`src/rtl/clist_pkg.sv`:
```
// ----------------------------------------------------------------------------
// clist_pkg
// Shared types and fixed widths of the circular list engine.
// ----------------------------------------------------------------------------
package clist_pkg;

	localparam int REQ_W    = 2;
	localparam int STATUS_W = 2;
	localparam int ENTRY_W  = 32;
	localparam int COUNT_W  = 5;

	typedef enum logic [REQ_W-1:0] {
		REQ_INS_FRONT = 2'd0,
		REQ_INS_END   = 2'd1,
		REQ_DELETE    = 2'd2,
		REQ_DUMP      = 2'd3
	} req_t;

	typedef enum logic [STATUS_W-1:0] {
		STS_OK        = 2'd0,
		STS_FULL      = 2'd1,
		STS_NOT_FOUND = 2'd2,
		STS_EMPTY     = 2'd3
	} status_t;

	typedef enum logic [2:0] {
		S_IDLE,
		S_INS_RD,
		S_INS_NODE,
		S_INS_LINK,
		S_DEL_WALK,
		S_DUMP,
		S_RESP
	} state_t;

	// field write enables of the node memory
	typedef struct packed {
		logic value;
		logic link;
	} node_we_t;

	// free-slot stack operations
	typedef struct packed {
		logic rd;    // read the top entry
		logic pop;   // commit the pop of the entry read
		logic push;  // push a released slot
	} free_op_t;

	typedef struct packed {
		status_t                     status;
		logic signed [ENTRY_W-1:0]   value;
		logic                        last;
		logic        [COUNT_W-1:0]   count;
	} result_t;

endpackage

```
`src/rtl/clist_node_mem.sv`:
```
// ----------------------------------------------------------------------------
// clist_node_mem
// Slot store: value and next link per slot, field write enables,
// registered read port.
// ----------------------------------------------------------------------------
module clist_node_mem import clist_pkg::*; #(
	parameter int CAPACITY   = 16,
	parameter int VALUE_BITS = 32
) (
	input  logic                        clk,
	input  logic                        rd_en,
	input  logic [$clog2(CAPACITY)-1:0] rd_addr,
	output logic [VALUE_BITS-1:0]       rd_value,
	output logic [$clog2(CAPACITY)-1:0] rd_link,
	input  node_we_t                    we,
	input  logic [$clog2(CAPACITY)-1:0] wr_addr,
	input  logic [VALUE_BITS-1:0]       wr_value,
	input  logic [$clog2(CAPACITY)-1:0] wr_link
);

	localparam int AW = $clog2(CAPACITY);
	localparam int NW = VALUE_BITS + AW;

	logic [NW-1:0] mem [CAPACITY];
	logic [NW-1:0] rdata_q;

	always_ff @(posedge clk) begin
		if (we.value) begin
			mem[wr_addr][NW-1:AW] <= wr_value;
		end
		if (we.link) begin
			mem[wr_addr][AW-1:0] <= wr_link;
		end
		if (rd_en) begin
			rdata_q <= mem[rd_addr];
		end
	end

	assign rd_value = rdata_q[NW-1:AW];
	assign rd_link  = rdata_q[AW-1:0];

endmodule

```
`src/rtl/clist_free_stack.sv`:
```
// ----------------------------------------------------------------------------
// clist_free_stack
// Stack of free slot indexes in a memory. Entries below the low-water
// mark were never written and read as their own index.
// ----------------------------------------------------------------------------
module clist_free_stack import clist_pkg::*; #(
	parameter int CAPACITY = 16
) (
	input  logic                        clk,
	input  logic                        arst_n,
	input  free_op_t                    op,
	input  logic [$clog2(CAPACITY)-1:0] push_slot,
	output logic [$clog2(CAPACITY)-1:0] pop_slot
);

	localparam int AW = $clog2(CAPACITY);
	localparam int CW = $clog2(CAPACITY + 1);

	logic [AW-1:0] mem [CAPACITY];
	logic [AW-1:0] rdata_q;
	logic [AW-1:0] idx_s1;
	logic [CW-1:0] top_q;
	logic [CW-1:0] mark_q;
	logic [CW-1:0] top_m1;
	logic          fresh;

	assign top_m1   = top_q - CW'(1);
	assign fresh    = CW'(idx_s1) < mark_q;
	assign pop_slot = fresh ? idx_s1 : rdata_q;

	always_ff @(posedge clk) begin
		if (op.push) begin
			mem[top_q[AW-1:0]] <= push_slot;
		end
		if (op.rd) begin
			rdata_q <= mem[top_m1[AW-1:0]];
			idx_s1  <= top_m1[AW-1:0];
		end
	end

	always_ff @(posedge clk or negedge arst_n) begin
		if (!arst_n) begin
			top_q  <= CW'(CAPACITY);
			mark_q <= CW'(CAPACITY);
		end else begin
			if (op.pop) begin
				top_q <= top_m1;
				if (fresh) begin
					mark_q <= CW'(idx_s1);
				end
			end else if (op.push) begin
				top_q <= top_q + CW'(1);
			end
		end
	end

endmodule

```
`src/rtl/clist_out_reg.sv`:
```
// ----------------------------------------------------------------------------
// clist_out_reg
// Result register on the output channel.
// ----------------------------------------------------------------------------
module clist_out_reg import clist_pkg::*; (
	input  logic                       clk,
	input  logic                       arst_n,
	input  logic                       load,
	input  result_t                    item,
	output logic                       free,
	output logic                       out_valid,
	input  logic                       out_ready,
	output logic [STATUS_W-1:0]        status,
	output logic signed [ENTRY_W-1:0]  entry_value,
	output logic                       last,
	output logic [COUNT_W-1:0]         entry_count
);

	logic    valid_q;
	result_t item_q;

	assign free = !valid_q || out_ready;

	always_ff @(posedge clk or negedge arst_n) begin
		if (!arst_n) begin
			valid_q <= 1'b0;
		end else if (free) begin
			valid_q <= load;
		end
	end

	always_ff @(posedge clk) begin
		if (load && free) begin
			item_q <= item;
		end
	end

	assign out_valid   = valid_q;
	assign status      = item_q.status;
	assign entry_value = item_q.value;
	assign last        = item_q.last;
	assign entry_count = item_q.count;

endmodule

```
`src/rtl/circular_list_engine.sv`:
```
// ----------------------------------------------------------------------------
// circular_list_engine
// Bounded circular singly linked list: insert at front or end, delete by
// key, dump from head. Nodes and the free-slot stack live in memories.
// ----------------------------------------------------------------------------
// Sequence: an insert reads the free stack, writes the node, then links the ring
//   (not into an empty list) and replies; a refused insert or an empty-list
//   request replies directly; delete walks to a match or the list end; dump
//   streams entries from the head. Throughput: one transaction at a time; walks
//   read one node per cycle, a dump only while the output register is free.
// Reset: list empty, free stack full; the stack low-water mark replaces a clearing pass.
module circular_list_engine import clist_pkg::*; #(
	parameter int CAPACITY   = 16,
	parameter int VALUE_BITS = 32
) (
	input  logic                       clk,
	input  logic                       arst_n,
	input  logic                       in_valid,
	output logic                       in_ready,
	input  logic [REQ_W-1:0]           req_type,
	input  logic signed [ENTRY_W-1:0]  item_value,
	output logic                       out_valid,
	input  logic                       out_ready,
	output logic [STATUS_W-1:0]        status,
	output logic signed [ENTRY_W-1:0]  entry_value,
	output logic                       last,
	output logic [COUNT_W-1:0]         entry_count
);

	localparam int AW = $clog2(CAPACITY);
	localparam int CW = $clog2(CAPACITY + 1);

	// control state
	state_t        state_q, state_d;
	logic [AW-1:0] head_q, tail_q;
	logic [CW-1:0] count_q;

	// per-transaction registers
	req_t                  req_q;
	logic [VALUE_BITS-1:0] key_q;
	status_t               status_q;
	logic [AW-1:0]         cur_q, prev_q, slot_q;
	logic [CW-1:0]         idx_q;

	// datapath nets
	logic                  in_fire;
	req_t                  req_in;
	logic [VALUE_BITS-1:0] key_in;
	logic                  is_full, is_empty;
	logic                  match, walk_end, out_free;

	logic                  rd_en;
	logic [AW-1:0]         rd_addr;
	logic [VALUE_BITS-1:0] rd_value;
	logic [AW-1:0]         rd_link;
	node_we_t              node_we;
	logic [AW-1:0]         wr_addr;
	logic [VALUE_BITS-1:0] wr_value;
	logic [AW-1:0]         wr_link;

	free_op_t              free_op;
	logic [AW-1:0]         pop_slot;

	logic                  out_load;
	result_t               out_item;

	assign in_ready = (state_q == S_IDLE);
	assign in_fire  = in_valid && in_ready;
	assign req_in   = req_t'(req_type);
	// values are held sign-extended or truncated to VALUE_BITS
	assign key_in   = VALUE_BITS'(item_value);
	assign is_full  = (count_q == CW'(CAPACITY));
	assign is_empty = (count_q == '0);
	assign match    = (rd_value == key_q);
	assign walk_end = (idx_q + CW'(1) == count_q);

	clist_node_mem #(
		.CAPACITY   (CAPACITY),
		.VALUE_BITS (VALUE_BITS)
	) u_node_mem (
		.clk      (clk),
		.rd_en    (rd_en),
		.rd_addr  (rd_addr),
		.rd_value (rd_value),
		.rd_link  (rd_link),
		.we       (node_we),
		.wr_addr  (wr_addr),
		.wr_value (wr_value),
		.wr_link  (wr_link)
	);

	clist_free_stack #(
		.CAPACITY (CAPACITY)
	) u_free_stack (
		.clk       (clk),
		.arst_n    (arst_n),
		.op        (free_op),
		.push_slot (cur_q),
		.pop_slot  (pop_slot)
	);

	clist_out_reg u_out_reg (
		.clk         (clk),
		.arst_n      (arst_n),
		.load        (out_load),
		.item        (out_item),
		.free        (out_free),
		.out_valid   (out_valid),
		.out_ready   (out_ready),
		.status      (status),
		.entry_value (entry_value),
		.last        (last),
		.entry_count (entry_count)
	);

	// next state
	always_comb begin
		state_d = state_q;
		case (state_q)
			S_IDLE: begin
				if (in_fire) begin
					case (req_in)
						REQ_INS_FRONT, REQ_INS_END: state_d = is_full ? S_RESP : S_INS_RD;
						REQ_DELETE:                 state_d = is_empty ? S_RESP : S_DEL_WALK;
						default:                    state_d = is_empty ? S_RESP : S_DUMP;
					endcase
				end
			end
			S_INS_RD:   state_d = S_INS_NODE;
			S_INS_NODE: state_d = is_empty ? S_RESP : S_INS_LINK;
			S_INS_LINK: state_d = S_RESP;
			S_DEL_WALK: begin
				if (match || walk_end) begin
					state_d = S_RESP;
				end
			end
			S_DUMP: begin
				if (out_free && walk_end) begin
					state_d = S_IDLE;
				end
			end
			S_RESP: begin
				if (out_free) begin
					state_d = S_IDLE;
				end
			end
			default: state_d = S_IDLE;
		endcase
	end

	// memory controls and result
	always_comb begin
		rd_en    = 1'b0;
		rd_addr  = rd_link;
		node_we  = '0;
		wr_addr  = prev_q;
		wr_value = key_q;
		wr_link  = rd_link;
		free_op  = '0;
		out_load = 1'b0;
		out_item = '{status: status_q, value: '0, last: 1'b1,
			count: COUNT_W'(count_q)};
		case (state_q)
			S_IDLE: begin
				// first node read of a walk goes out with the accept
				rd_en   = in_fire && (req_in == REQ_DELETE || req_in == REQ_DUMP);
				rd_addr = head_q;
			end
			S_INS_RD: begin
				free_op.rd = 1'b1;
			end
			S_INS_NODE: begin
				free_op.pop   = 1'b1;
				node_we.value = 1'b1;
				node_we.link  = 1'b1;
				wr_addr       = pop_slot;
				wr_link       = is_empty ? pop_slot : head_q;
			end
			S_INS_LINK: begin
				// close the ring through the new slot
				node_we.link = 1'b1;
				wr_addr      = tail_q;
				wr_link      = slot_q;
			end
			S_DEL_WALK: begin
				if (match) begin
					// unlink cur; the link write is skipped when it was the only entry
					node_we.link = (count_q != CW'(1));
					free_op.push = 1'b1;
				end else if (!walk_end) begin
					rd_en = 1'b1;
				end
			end
			S_DUMP: begin
				if (out_free) begin
					out_load       = 1'b1;
					out_item.value = ENTRY_W'(rd_value);
					out_item.last  = walk_end;
					out_item.status = STS_OK;
					rd_en          = !walk_end;
				end
			end
			S_RESP: begin
				out_load = out_free;
			end
			default: ;
		endcase
	end

	always_ff @(posedge clk or negedge arst_n) begin
		if (!arst_n) begin
			state_q <= S_IDLE;
			head_q  <= '0;
			tail_q  <= '0;
			count_q <= '0;
		end else begin
			state_q <= state_d;
			case (state_q)
				S_INS_NODE: begin
					if (is_empty) begin
						head_q  <= pop_slot;
						tail_q  <= pop_slot;
						count_q <= count_q + CW'(1);
					end
				end
				S_INS_LINK: begin
					if (req_q == REQ_INS_FRONT) begin
						head_q <= slot_q;
					end else begin
						tail_q <= slot_q;
					end
					count_q <= count_q + CW'(1);
				end
				S_DEL_WALK: begin
					if (match) begin
						if (count_q == CW'(1)) begin
							head_q <= '0;
							tail_q <= '0;
						end else begin
							if (cur_q == head_q) begin
								head_q <= rd_link;
							end
							if (cur_q == tail_q) begin
								tail_q <= prev_q;
							end
						end
						count_q <= count_q - CW'(1);
					end
				end
				default: ;
			endcase
		end
	end

	always_ff @(posedge clk) begin
		case (state_q)
			S_IDLE: begin
				if (in_fire) begin
					req_q  <= req_in;
					key_q  <= key_in;
					cur_q  <= head_q;
					prev_q <= tail_q;
					idx_q  <= '0;
					case (req_in)
						REQ_INS_FRONT, REQ_INS_END: status_q <= is_full ? STS_FULL : STS_OK;
						REQ_DELETE:                 status_q <= STS_NOT_FOUND;
						default:                    status_q <= STS_EMPTY;
					endcase
				end
			end
			S_INS_NODE: begin
				slot_q <= pop_slot;
			end
			S_DEL_WALK: begin
				if (match) begin
					status_q <= STS_OK;
				end else begin
					prev_q <= cur_q;
					cur_q  <= rd_link;
					idx_q  <= idx_q + CW'(1);
				end
			end
			S_DUMP: begin
				if (out_free) begin
					idx_q <= idx_q + CW'(1);
				end
			end
			default: ;
		endcase
	end

	// checks
	a_count_bound: assert property (@(posedge clk) disable iff (!arst_n)
		count_q <= CW'(CAPACITY))
		else $error("entry count above capacity");

	a_link_grows: assert property (@(posedge clk) disable iff (!arst_n)
		state_q == S_INS_LINK |=> count_q == $past(count_q) + CW'(1))
		else $error("insert did not add an entry");

	a_walk_in_list: assert property (@(posedge clk) disable iff (!arst_n)
		(state_q == S_DEL_WALK || state_q == S_DUMP) |-> idx_q < count_q)
		else $error("walk ran past the list");

	a_no_read_on_write: assert property (@(posedge clk) disable iff (!arst_n)
		(node_we.link || node_we.value) |-> !rd_en)
		else $error("node read collides with a write");

	a_dump_holds: assert property (@(posedge clk) disable iff (!arst_n)
		(state_q == S_DUMP && !out_free) |=> state_q == S_DUMP && $stable(idx_q))
		else $error("dump advanced while output stalled");

endmodule

```
`config.mk`:
```
export PLATFORM = sky130hd
export DESIGN_NAME = circular_list_engine
export DESIGN_NICKNAME = d
export VERILOG_FILES = /design/src/rtl/clist_pkg.sv /design/src/rtl/clist_node_mem.sv /design/src/rtl/clist_free_stack.sv /design/src/rtl/clist_out_reg.sv /design/src/rtl/circular_list_engine.sv
export SDC_FILE = /design/constraint.sdc
export NUM_CORES = 1
export LEC_CHECK = 0
export BUFFER_PORTS_ARGS = -buffer_cell sky130_fd_sc_hd__buf_2
export CORE_AREA = 2 2 190 379
export DETAILED_ROUTE_END_ITERATION = 7
export DIE_AREA = 0 0 192 381
export GPL_ROUTABILITY_DRIVEN = 0
export GPL_TIMING_DRIVEN = 0
export HOLD_SLACK_MARGIN = 0.05
export PLACE_DENSITY = 0.58
export SETUP_SLACK_MARGIN = 0.1
export SKIP_CTS_REPAIR_TIMING = 1
export SYNTH_ARGS = -nofsm -noshare
export SYNTH_HDL_FRONTEND = slang
export SYNTH_SLANG_ARGS = --single-unit
```
`constraint.sdc`:
```
create_clock -name clk -period 12.2 [get_ports clk]
set_input_delay 2.44 -clock clk [delete_from_list [all_inputs] [get_ports clk]]
set_output_delay 2.44 -clock clk [all_outputs]
set_load 0.01 [all_outputs]
```
* Yosys cells after proc, flatten, opt, wreduce, memory -nomap -nowiden
Memory sizes are Yosys's and may differ from the RTL's. A register that Yosys moved wholly into a read port is not among the register bits.
Cells that the tools add are included.
** Cells by class
- $add $sub $neg :: 5
- $lt $le $gt $ge :: 1
- Equality and inequality tests :: 28
- Muxes and demuxes :: 66
- Reductions and logical operators :: 29
** Operators by type and width (number)
- 2-to-1 mux 35 bit :: 2
- 2-to-1 mux 4 bit :: 16
- 2-to-1 mux 5 bit :: 7
- equality test 32 bit :: 1
- case mux 4 bit (2 select lines) :: 4
- case mux 5 bit (3 select lines) :: 2
- case mux 4 bit (3 select lines) :: 2
- case mux 3 bit (7 select lines) :: 1
- 2-to-1 mux 3 bit :: 6
- != test 2 bit (second input constant) :: 9
- 2-to-1 mux 1 bit :: 16
- adder 5 x 1 -> 5 bit (second input constant) :: 3
- AND reduction 4 bit :: 3
- subtractor 5 x 1 -> 5 bit (second input constant) :: 2
- equality test 3 bit (second input constant) :: 3
- AND reduction 3 bit :: 3
- equality test 4 bit :: 2
- 2-to-1 mux 2 bit :: 4
- case mux 2 bit (2 select lines) :: 2
- equality test 3 x 2 -> 1 bit (second input constant) :: 2
- != test 3 bit (second input constant) :: 2
- case mux 3 bit (2 select lines) :: 1
- AND reduction 2 bit :: 3
- nonzero test 3 bit :: 2
- other kinds (20) :: 31
** Word-level totals
- Flip-flop bits (word level) :: 124
- RAM bits :: 640
- Bits of input ports :: 38
- Output and inout bits :: 42
- Word-level logic and storage cells :: 150
- Memories :: 2
** Memory list
- u_node_mem.mem :: words 16, bits a word 36, read ports 1, clocked after Yosys merged registers in 1, write ports 1, line clist_node_mem.sv:24 : logic [NW-1:0] mem [CAPACITY];
- u_free_stack.mem :: words 16, bits a word 4, read ports 1, clocked after Yosys merged registers in 1, write ports 1, line clist_free_stack.sv:19 : logic [AW-1:0] mem [CAPACITY];

* Longest topological paths before layout
- Depth in word-level cells :: 5
- Gate-level depth with buffers :: 9
- Gate-level depth less buffers :: 9

* By module
Synthesis repeated with hierarchy kept, for this count alone.
** Second synthesis, totals
- Cells, all modules :: 1611
- Area total of the unflattened synthesis :: 31542.8 um^2
** By module, submodules not included
- clist_node_mem :: instances 1, cells an instance 965, area each 22771.8 um^2, sequential area each 18377.6 um^2
- circular_list_engine :: instances 1, cells an instance 387, area each 4006.3 um^2, sequential area each 1991.9 um^2
- clist_free_stack :: instances 1, cells an instance 215, area each 3509.6 um^2, sequential area each 2388.5 um^2
- clist_out_reg :: instances 1, cells an instance 44, area each 1255.0 um^2, sequential area each 1226.2 um^2

* Worst setup path after synthesis
Ideal clock, no wire load.
- Kind :: input to register
- From :: in out_ready
- To :: reg u_out_reg.item_q, in the netlist u_out_reg.entry_count[0] (enable)
- Library setup time :: 0.437 ns
- Arrival time :: 4.223 ns
- Data required time :: 11.763 ns
- Slack :: 7.540 ns
- Stages on the path :: 2
- Buffers on the path :: 0
- Cell sequence :: nor2b_1 nor2_1
** On the way
- Longest elaborated chain between the ends :: 4
** RTL lines
- start: declaration :: line circular_list_engine.sv:23 : input logic out_ready,
- logical OR 1 bit * :: line clist_out_reg.sv:22 : assign free = !valid_q || out_ready;
- 2-to-1 mux 1 bit :: line circular_list_engine.sv:195 : if (out_free) begin
- case mux 1 bit (2 select lines) * :: line circular_list_engine.sv:163 : case (state_q)
- net out_load :: line circular_list_engine.sv:64 : logic out_load;
- logical AND 1 bit * :: line clist_out_reg.sv:33 : if (load && free) begin
- end signal: assignment :: line clist_out_reg.sv:34 : item_q <= item;
- end: declaration :: line clist_out_reg.sv:20 : result_t item_q;
The timed path passes the listed nets; every way through them passes the cells marked *.
A chain may end at the register's enable or synchronous reset.

* Worst setup path in the final report
- From :: reg key_q[14]
- To :: mem u_node_mem.mem[4][1] (netlist bit) (enable)
** On the way
- Longest elaborated chain between the ends :: 5
** RTL lines
- start: declaration :: line circular_list_engine.sv:40 : logic [VALUE_BITS-1:0] key_q;
- start signal: assignment :: line circular_list_engine.sv:260 : key_q <= key_in;
- equality test 32 bit :: line circular_list_engine.sv:74 : assign match = (rd_value == key_q);
- 2-to-1 mux 1 bit :: line circular_list_engine.sv:186 : if (match) begin
- case mux 1 bit (2 select lines) :: line circular_list_engine.sv:163
- 2-to-1 mux 1 bit :: line clist_node_mem.sv:31 : if (we.link) begin
- 2-to-1 mux 1 bit (implied by the code) :: line clist_node_mem.sv:32 : mem[wr_addr][AW-1:0] <= wr_link;
- end: declaration :: line clist_node_mem.sv:24
No other way between the ends.

==> metrics.md <==
| Metric | Value |
|---|---|
| Comb power frac | approximately a third |
| Syn avg cell area | just under 20 um2 |
| Crit path largest cell delay | ~880 ps |
| Power after layout | approximately 0.0091 W |
| Mapped cell area | around 31,000 um2 |
| First-pass GRT wire length | between 100 and 150 mm |
| Max-slew violations | 0 |
| Sink Count | ~800 |
| Gr usage total | a little over 20% |
| Hold Fails Final Rpt | 0 |
| Final WL | ~72 mm |
| Sw Ratio | between 30% and 40% |
| CP Launch Type | flop |
| Initial Util | between 40% and 50% |
| Io pins | 80 |
| Clock tree buffer depth | 3 |
| Met1 wire length | slightly below 30 mm |
| Avg WL per Cell | approximately 26 um |
| CTS tree | done |
| Buf/Inv on CP | 0 |
| Initial drt markers | between 1,000 and 1,500 |
| Port Buffer Count | 79 |
| CP endpoint | u_node_mem.mem[4][1] |
| Core area | ~70,000 um2 |
| Residual DRC | 0 |
| Final WS setup | about 7800 ps |
| Critical path depth | 6 |
| Setup TNS | 0 ps |
| Num CTS Buffers | between 70 and 80 |
| Worst path cell trace | xor2_1 -> nor4_1 -> nand4_1 -> o31ai_1 -> nand4_1 -> nor2_1 |
| Clock power share | between 20% and 30% |
| Worst slew margin | around an eighth |
| RSZ-0062 raised after global routing | no |
| Ant. Diodes | 0 |
| RR Endpoint | u_node_mem.mem[4][1] |
| Crit path capture type | flop |
| Critical Path AT | around 4700 ps |
| Min-delay src | count_q[4] |
| Switching power total | slightly below 0.003 W |
| Wire length on met2 | between 30 and 40 mm |
| Crit path top cell by count | nand4_1 |
| Largest net degree at the start of global routing | 28 |
| Synth area leaders | edfxtp_1 74%, mux4_2 12%, dfrtp_1 2.0% |
| Hold slack final | 460 ps |
| Reg power frac | 41.5% |
| Nets | about 1,800 |
| Critical Path RT | approximately 12,000 ps |
| Synth Instances | 1,609 |
| Routed Antenna Nets | 0 |
| Die footprint | 73,200 um2 |
| Row count | between 100 and 150 |
| Via count | roughly 16,000 |
| Internal | 0.00609 W |
| Number of library cell types mapped by synthesis | 53 |
| Grt total ovfl | 0 |
| Seq cells post-synth | ~800 |
| Slew of the pin with the lowest slew margin | about 1300 ps |
| Synthesized Nets | between 1,500 and 2,000 |
| R2R depth | 6 |
| Minimum clock period after layout | ~4400 ps |
| Pre-CTS setup slack | 7600 ps |
| Delay-heaviest family, CP | simple AND/OR/NAND/NOR gates |
| Vias per inst | 5.72 |
| Commonest non-fill, non-tap cell in the layout | edfxtp_1 |
| Clock root buffer | clkbuf_16 |
| Post-DP HPWL | ~47 mm |
| Clk Latency, worst-skew pair | between 600 and 700 ps |
| DP Cell Count | 2,620 |
| Leak | around 12 nW |
| Yosys top cell area share | about 74% |
| Share of layout cells above drive strength 1 | about a quarter |
| Peak supply drop | approximately 0.00016 V |
| Fin Clk Skew | roughly 33 ps |
| Worst hold path type | reg -> reg |
| Clock-pin slew on the worst setup and hold paths | approximately 70 ps |
| Initial antenna violation count | 2 |
| Metal3 WL | 3.61 mm |
| H-tree lvl count | 3 |
| Post-synth EDFFs | approximately 800 |
| Run status | completed |
| Final Cycle Share | between 30% and 40% |
| Crit path max fanout | 17 |
| Max Fclk | 225 MHz |
| Critical-path top delay cell | o31ai_1 |
| DRT Pass-1 Iters | 6 |
| Crit path from | key_q[14] |
| Cell Pwr Density | between 200 and 300 nW/um2 |
| Post-synthesis sequential area ratio | 76.3% |
| Main synth FF type | edfxtp_1 |
| Final Setup Violations | 0 |
| Synth-to-layout area growth | 14.7% |
| FF-to-FF setup slack | roughly 7800 ps |
| Die width | around 190 um |
| Non-Filler Instances | about 2,800 |
| Die span in y | between 300 and 400 um |
| Commonest non-fill, non-tap cells in the layout | 777 x edfxtp_1, 164 x mux4_2, 102 x buf_2, 84 x nor2_1, 75 x clkbuf_16 |
| Synth warnings | 0 |
| Cell taking the most area after synthesis | edfxtp_1 |
| Vias in the first global route | 16,080 |
| FF-to-FF Start | key_q[14] |
| Max-cap violation count | 0 |
| FFs w/ async S/R, synth | 3.24% |
| Uppermost layer routed | met4 |
| Critical path class | reg -> reg |
[area by class of cell]
| cell class | count | area, um2 |
|---|---|---|
| Fill cell | 5663 | 34400 |
| Sequential cell | 803 | 24000 |
| Multi-Input combinational cell | 712 | 7150 |
| Clock buffer | 84 | 1910 |
| Tap cell | 910 | 1140 |
| Timing Repair Buffer | 101 | 881 |
| Clock inverter | 51 | 559 |
| Buffer | 77 | 378 |
| Inverter | 17 | 63.8 |
[kinds of logic after synthesis]
| kind of cell | share of synthesized area [%] |
|---|---|
| xor+xnor | 1.66 |
| compound gates | 3.38 |
| mux | 12.2 |
| fa+ha+maj | 0.517 |
| flops | 76.3 |
| buf+inv | 1.40 |
| simple gates | 4.55 |
[power groups by stage]
| stage | sequential [W] | combinational [W] | clock [W] |
|---|---|---|---|
| final | 0.00376 | 0.00294 | 0.00237 |
| after global placement | 0.00384 | 0.00289 | 0 |
| after detailed placement | 0.00382 | 0.00298 | 0 |
| after CTS | 0.00377 | 0.00298 | 0.00242 |
| after floorplan | 0.00377 | 0.00196 | 0 |
| after global routing | 0.00380 | 0.00316 | 0.00252 |
[routing by layer]
| layer | up-vias | track usage, % |
|---|---|---|
| met1 | 8271 | 27.2 |
| li1 | 6881 | - |
| met4 | 0 | 6.94 |
| met3 | 107 | 2.63 |
| met5 | - | 0 |
| met2 | 505 | 34.2 |
[synthesized netlist by cell type (13+ instances only)]
library cell,number
and3_1,14
clkbuf_1,43
xor2_1,43
mux4_2,164
ha_1,13
o22ai_1,73
and2_1,37
nor2_1,101
xnor2_1,14
o21ai_0,20
a21oi_1,23
inv_1,15
edfxtp_1,777
nand2_1,66
buf_2,23
nor3_1,17
dfrtp_1,25
[through the flow]
| step | cell area (um2) | util (%) |
|---|---|---|
| floorplan | 31400 | - |
| global placement | 33000 | 46.8 |
| detailed placement | 33600 | 47.7 |
| CTS | 36100 | 51.2 |
| global route | 36100 | 51.2 |
| finish | 36100 | 51.2 |
[state kept, by name (all words and copies together), names as in the netlist]
signal,flops
u_node_mem.mem,576
u_free_stack.mem,64
u_node_mem.rdata_q,36
key_q,32
u_out_reg.entry_value,32
count_q,5
idx_q,5
u_free_stack.mark_q,5
u_out_reg.entry_count,5
cur_q,4
head_q,4
prev_q,4
slot_q,4
tail_q,4
u_free_stack.idx_s1,4
u_free_stack.rdata_q,4
u_free_stack.top_q,4
state_q,3
req_q,2
status_q,2
u_out_reg.status,2
u_out_reg.last,1
u_out_reg.out_valid,1
[worst min-delay path by stage]
stage	end	slack, ps	depth (start not counted)
after floorplan	u_out_reg.entry_count[4]	420	0
after global placement	u_out_reg.entry_count[2]	430	0
after detailed placement	u_out_reg.entry_count[4]	430	0
after CTS	u_out_reg.entry_count[4]	460	0
after global routing	u_out_reg.entry_count[4]	470	0
final	u_out_reg.entry_count[4]	460	0
Power figures use the tool's default switching activity.
